**config.mk**
```make
export PLATFORM = sky130hd
export DESIGN_NAME = iros_dist
export DESIGN_NICKNAME = d
export VERILOG_FILES = /design/src/rtl/core/iros_pkg.sv /design/src/rtl/core/iros_dist.sv
export SDC_FILE = /design/constraint.sdc
export NUM_CORES = 1
export LEC_CHECK = 0
export ABC_AREA = 1
export BUFFER_PORTS_ARGS = -buffer_cell sky130_fd_sc_hd__clkbuf_2
export CORE_MARGIN = 5
export CORE_UTILIZATION = 40
export CTS_BUF_LIST = sky130_fd_sc_hd__clkbuf_8
export DETAILED_ROUTE_END_ITERATION = 16
export PLACE_DENSITY_LB_ADDON = 0.05
export SYNTH_ARGS = -nofsm -noshare
export SYNTH_HDL_FRONTEND = slang
export SYNTH_SLANG_ARGS = --single-unit
```
**constraint.sdc**
```tcl
create_clock -name clk -period 12.53 [get_ports clk]
set_clock_uncertainty 0.05 [all_clocks]
set_input_delay 0 -clock clk [delete_from_list [all_inputs] [get_ports clk]]
set_output_delay 0 -clock clk [all_outputs]
set_load 0.02 [all_outputs]
```
**src/rtl/core/iros_pkg.sv**
```systemverilog
// ----------------------------------------------------------------------------
// iros_pkg
// Shared types and constants for the IR range obstacle steering block.
// ----------------------------------------------------------------------------
package iros_pkg;

  // ADC sample width and sensor count
  localparam int SAMPLE_BITS = 12;
  localparam int NUM_SENSORS = 5;

  // sensor lanes, outer left first
  localparam int S_OUTER_LEFT  = 0;
  localparam int S_LEFT        = 1;
  localparam int S_CENTRE      = 2;
  localparam int S_RIGHT       = 3;
  localparam int S_OUTER_RIGHT = 4;

  // distance divider: q = floor((K + 33 code) / (66 code))
  localparam int Q_BITS        = 15;
  localparam int DIV_BITS_STG  = 3;
  localparam int DIV_STAGES    = Q_BITS / DIV_BITS_STG;
  localparam int LANE_STAGES   = DIV_STAGES + 2;
  localparam int N_BITS        = SAMPLE_BITS + 18;
  localparam int D_BITS        = SAMPLE_BITS + 7;
  localparam int CMP_BITS      = D_BITS + Q_BITS;
  localparam int CLAMP_BITS    = SAMPLE_BITS + 8;
  localparam logic [N_BITS-1:0] DIV_NUM_BASE = N_BITS'(174080) << SAMPLE_BITS;

  // distance in unsigned Q8.8 cm
  localparam int DIST_BITS = 16;
  typedef logic [DIST_BITS-1:0] dist_t;
  localparam dist_t DIST_CLAMPED = 16'd25502;
  localparam dist_t DIST_OFFSET  = 16'd1280;
  localparam dist_t NEAR_LIMIT   = 16'd5120;
  localparam dist_t SIDE_LIMIT   = 16'd11520;
  localparam dist_t OUTER_KNEE   = 16'd2560;
  localparam dist_t CENTRE_LIMIT = 16'd10240;

  // offset numerators (scaled by 10000, plus half for rounding)
  localparam int M_BITS        = 29;
  localparam int OUTER_NEAR_A  = 24940168;
  localparam int OUTER_NEAR_B  = 4481;
  localparam int OUTER_FAR_A   = 12805000;
  localparam int OUTER_FAR_B   = 550;
  localparam int SIDE_A        = 12805000;
  localparam int SIDE_B        = 750;
  localparam int CENTRE_A      = 308805000;  // carries +200000000 bias
  localparam int CENTRE_B      = 12500;
  localparam int CENTRE_BIAS_Q = 20000;      // bias after the divide

  // divide by 10000 as multiply by reciprocal
  localparam int OFF_BITS    = 15;
  localparam int RECIP_SHIFT = 42;
  localparam logic [M_BITS-1:0] RECIP = 29'd439804652;

  // speed sum in signed Q12.8, turn bias in signed Q8.8
  localparam int SUM_BITS  = 20;
  localparam int TURN_BIAS = 2560;

  // total pipeline depth, last stage is the output register
  localparam int PIPE_STAGES = LANE_STAGES + 4;
  typedef logic [PIPE_STAGES-1:0] pipe_en_t;

  // configuration register map
  typedef enum logic [1:0] {
    CFG_AVOIDANCE_OFF  = 2'd0,
    CFG_MOTORS_STOPPED = 2'd1,
    CFG_BASE_SPEED     = 2'd2,
    CFG_FAST_SPEED     = 2'd3
  } cfg_reg_t;

endpackage

```
**src/rtl/core/iros_dist.sv**
```systemverilog
// ----------------------------------------------------------------------------
// iros_dist
// One sensor lane: ADC code to rounded Q8.8 distance through a pipelined
// restoring divider, a few quotient bits per stage.
// ----------------------------------------------------------------------------
module iros_dist
  import iros_pkg::*;
(
  input  logic                   clk,
  input  logic [LANE_STAGES-1:0] en,
  input  logic [SAMPLE_BITS-1:0] sample,
  output dist_t                  distance
);

  logic [N_BITS-1:0] rem_r   [DIV_STAGES+1];
  logic [Q_BITS-1:0] quo_r   [DIV_STAGES+1];
  logic [D_BITS-1:0] den_r   [DIV_STAGES+1];
  logic              clamp_r [DIV_STAGES+1];
  dist_t             dist_r;

  // build numerator, denominator and low-voltage clamp flag
  always_ff @(posedge clk) begin
    if (en[0]) begin
      rem_r[0]   <= DIV_NUM_BASE + N_BITS'(sample) * N_BITS'(33);
      quo_r[0]   <= '0;
      den_r[0]   <= D_BITS'(sample) * D_BITS'(66);
      clamp_r[0] <= (CLAMP_BITS'(sample) * CLAMP_BITS'(132)) <
                    (CLAMP_BITS'(13) << SAMPLE_BITS);
    end
  end

  // divider stages
  for (genvar j = 1; j <= DIV_STAGES; j++) begin : g_div
    logic [N_BITS-1:0] rem_nxt;
    logic [Q_BITS-1:0] quo_nxt;

    always_comb begin
      logic [CMP_BITS-1:0] sub;
      rem_nxt = rem_r[j-1];
      quo_nxt = quo_r[j-1];
      for (int b = 0; b < DIV_BITS_STG; b++) begin
        sub = CMP_BITS'(den_r[j-1]) << (Q_BITS - 1 - (DIV_BITS_STG * (j - 1) + b));
        if (CMP_BITS'(rem_nxt) >= sub) begin
          rem_nxt = rem_nxt - N_BITS'(sub);
          quo_nxt[Q_BITS - 1 - (DIV_BITS_STG * (j - 1) + b)] = 1'b1;
        end
      end
    end

    always_ff @(posedge clk) begin
      if (en[j]) begin
        rem_r[j]   <= rem_nxt;
        quo_r[j]   <= quo_nxt;
        den_r[j]   <= den_r[j-1];
        clamp_r[j] <= clamp_r[j-1];
      end
    end
  end

  // remove the offset or take the clamped distance
  always_ff @(posedge clk) begin
    if (en[LANE_STAGES-1]) begin
      dist_r <= clamp_r[DIV_STAGES] ? DIST_CLAMPED
                                    : DIST_BITS'(quo_r[DIV_STAGES]) - DIST_OFFSET;
    end
  end

  assign distance = dist_r;

endmodule

```
==> flow_summary.yaml <==
outcome:
  status: "complete, no violations"
setup_path:
  critPathMaxFanout: 32
  crit_top_cell: "nand2_1"
  required_ps: 12800
  end_kind: "register"
  worstSetupStartpoint: "rem_r[1][0]"
  cp.arrival_ps: 9470
  cpPeakStageDelay_ps: 750
  path_class: "reg -> reg"
  cpMaxStageDelayCell: "nand2_1"
  r2r-start: "rem_r[1][0]"
  cp-start-kind: "register"
timing:
  rsz0062_at_grt: "no"
  final_hold_viol_count: 0
  relSlewSlack: 0.327
  min_period_ps: 9210
  final.setup.tns_ps: 0
  tightest_slew_ps: 1010
  fmax_mhz: 109
  post-route-period-util: 0.735
  setup_viol: 0
  drv_slew: 0
cells_and_area:
  area_delta_synth_final_pct: 8.27
  nFillCells: 6823
  finalNetCount: 3993
  drive_above_1_share: 0.0599
routing:
  wirelength_um: 85800
  drc: 0
  drt_iter0_drc: 1479
  vias: 24400
  ant_nets: 0
  wl_per_cell_um: 18.8
  drt_first_pass_iters: 5
  via_per_inst: 5.33
grt:
  grt.overflow.total: 0
  grt_max_degree: 58
  grt_usage: 0.235
  antenna_found_initial: 1
  grt_pass1_wl_um: 133000
  grt_pass1_vias: 23900
synth:
  seq_area_frac_synth: 0.291
  synth-edff-count: 257
  synth-compound-area-share: 0.139
  synthSimpleGateAreaFrac: 0.274
  synth_fa_ha_area_frac: 0.149
  syn_inst: 3610
  yosysWarningCount: 0
  async_flop_share: 0
  synth.mux.area_fraction: 0.000425
  synthesis.nets: 3932
  synth_flop_cell: "edfxtp_1"
  ys_types: 63
  synth-seq-cells: 257
  synth_top_family_by_area: "simple AND/OR/NAND/NOR gates"
  netlist_area_um2: 26500
  synth_xor_area_frac: 0.0704
  avgSynthCellArea_um2: 7.34
clock_tree:
  ctsHoldBuffers: 20
  cts.reportedPaths.clkPinSlew_ps: 60
  post_cts_buffers: 0
  postCtsResizedCells: 0
  clock_latency_ps: 620
  clock_sinks: 257
  clockBufferDepth: 3
  cts_max_level: 2
  clockRootBuffer: "clkbuf_8"
  cts_buffers: 48
  cts_tree: "built"
floorplanning:
  ios: 36
  die-area_um2: 71500
  initial_core_util: 0.403
  die_height_um: 267
  coreArea_um2: 65700
  dieWidth_um: 267
  rows: 94
placed_design:
  port_buffers: 35
  gp_congestion: 0.978
  dp_hpwl_um: 71300
hold_path:
  hold_path_startpoint: "sample[0]"
  hold_path_class: "in -> reg"
run:
  max_cap_violations: 0
[final timing paths]
| kind | cells after the start | endpoint | slack, ps |
|---|---|---|---|
| max reg2reg | 44 | rem_r[2][27] | 3320 |
| min | 2 | rem_r[0][0] | 70 |
| max | 44 | rem_r[2][27] | 3320 |
| min reg2reg | 0 | quo_r[5][8] | 360 |
[stage by stage]
stage,utilization,hold slack (ps),area (um2),instances,worst slack (ps)
floorplan,-,48.9,26500,3610,5620
global placement,0.418,149,27500,4465,3430
detailed placement,0.418,152,27500,4465,3380
CTS,0.436,1.95,28700,4571,3370
global route,0.436,19.2,28700,4572,2270
finish,0.436,71.5,28700,4572,3320
[registers in the layout, summed over array words and instances, names as in the netlist]
register / cells
distance: 16
quo_r: 45
den_r: 52
clamp_r: 6
rem_r: 138
[layout by cell type, fill, tap and decap left out, types with 48 or more instances in the layout]
cell type  instances
inv_1            458
xor2_1           103
ha_1             281
xnor2_1          110
nor2_1           270
nand4_1           86
edfxtp_1         257
clkbuf_8          48
a21oi_1          279
o21ai_0          264
nand2_1          944
nand3_1          187
[synthesized netlist by cell type (all sizes together), types with 21 or more instances]
library cell / number / share of area
or2: 25 / 0.0059
edfxtp: 257 / 0.29
xnor2: 110 / 0.036
buf: 34 / 0.0090
xor2: 103 / 0.034
nand4: 88 / 0.022
a21oi: 284 / 0.054
nor3: 35 / 0.0066
ha: 281 / 0.13
fa: 21 / 0.016
nand3: 199 / 0.041
nor2: 291 / 0.046
inv: 461 / 0.065
nand2: 976 / 0.14
o21ai: 283 / 0.054
o21bai: 23 / 0.0065
[critical path: cells and delay by family (launching register included)]
kind	cells	cell delay [ps]
DFF	1	580
adders and majority gates	4	1420
AOI/OAI and AO/OA	12	2300
and+or+nand+nor	22	3110
buffers and inverters	6	1410
[cell families (layout without fill, tap and decap cells)]
family / after synthesis / count (layout)
AND/OR/NAND/NOR: 1651 / 1651
AO/OA/AOI/OAI: 674 / 674
buffers and inverters: 512 / 609
adder cells (fa/ha/maj): 302 / 302
flip-flops: 257 / 257
XOR/XNOR: 213 / 213
multiplexers: 1 / 1
other: 0 / 1
[routing by layer]
metal	up-vias	track usage	share of wire	routed length (um)
met1	11400	0.300	0.44	37700
met5	-	0	0	0
met3	115	0.0260	0.038	3250
met4	0	0.0640	0.027	2310
li1	12300	-	-	-
met2	531	0.425	0.50	42500
[layout make-up]
cell class,count,area (um2),share of cell area
antenna,1,2.50,0.0000873
clock buffer,48,661,0.0230
clock inverter,38,322,0.0112
inverter,461,1730,0.0603
multi-input combinational,2841,16700,0.584
sequential,257,7720,0.269
tap,864,1080,0.0377
timing repair buffer,62,428,0.0149
Power is left out: the tool's default activity adds up to more than one toggle a clock period on the data nets, which glitch-free logic cannot reach.
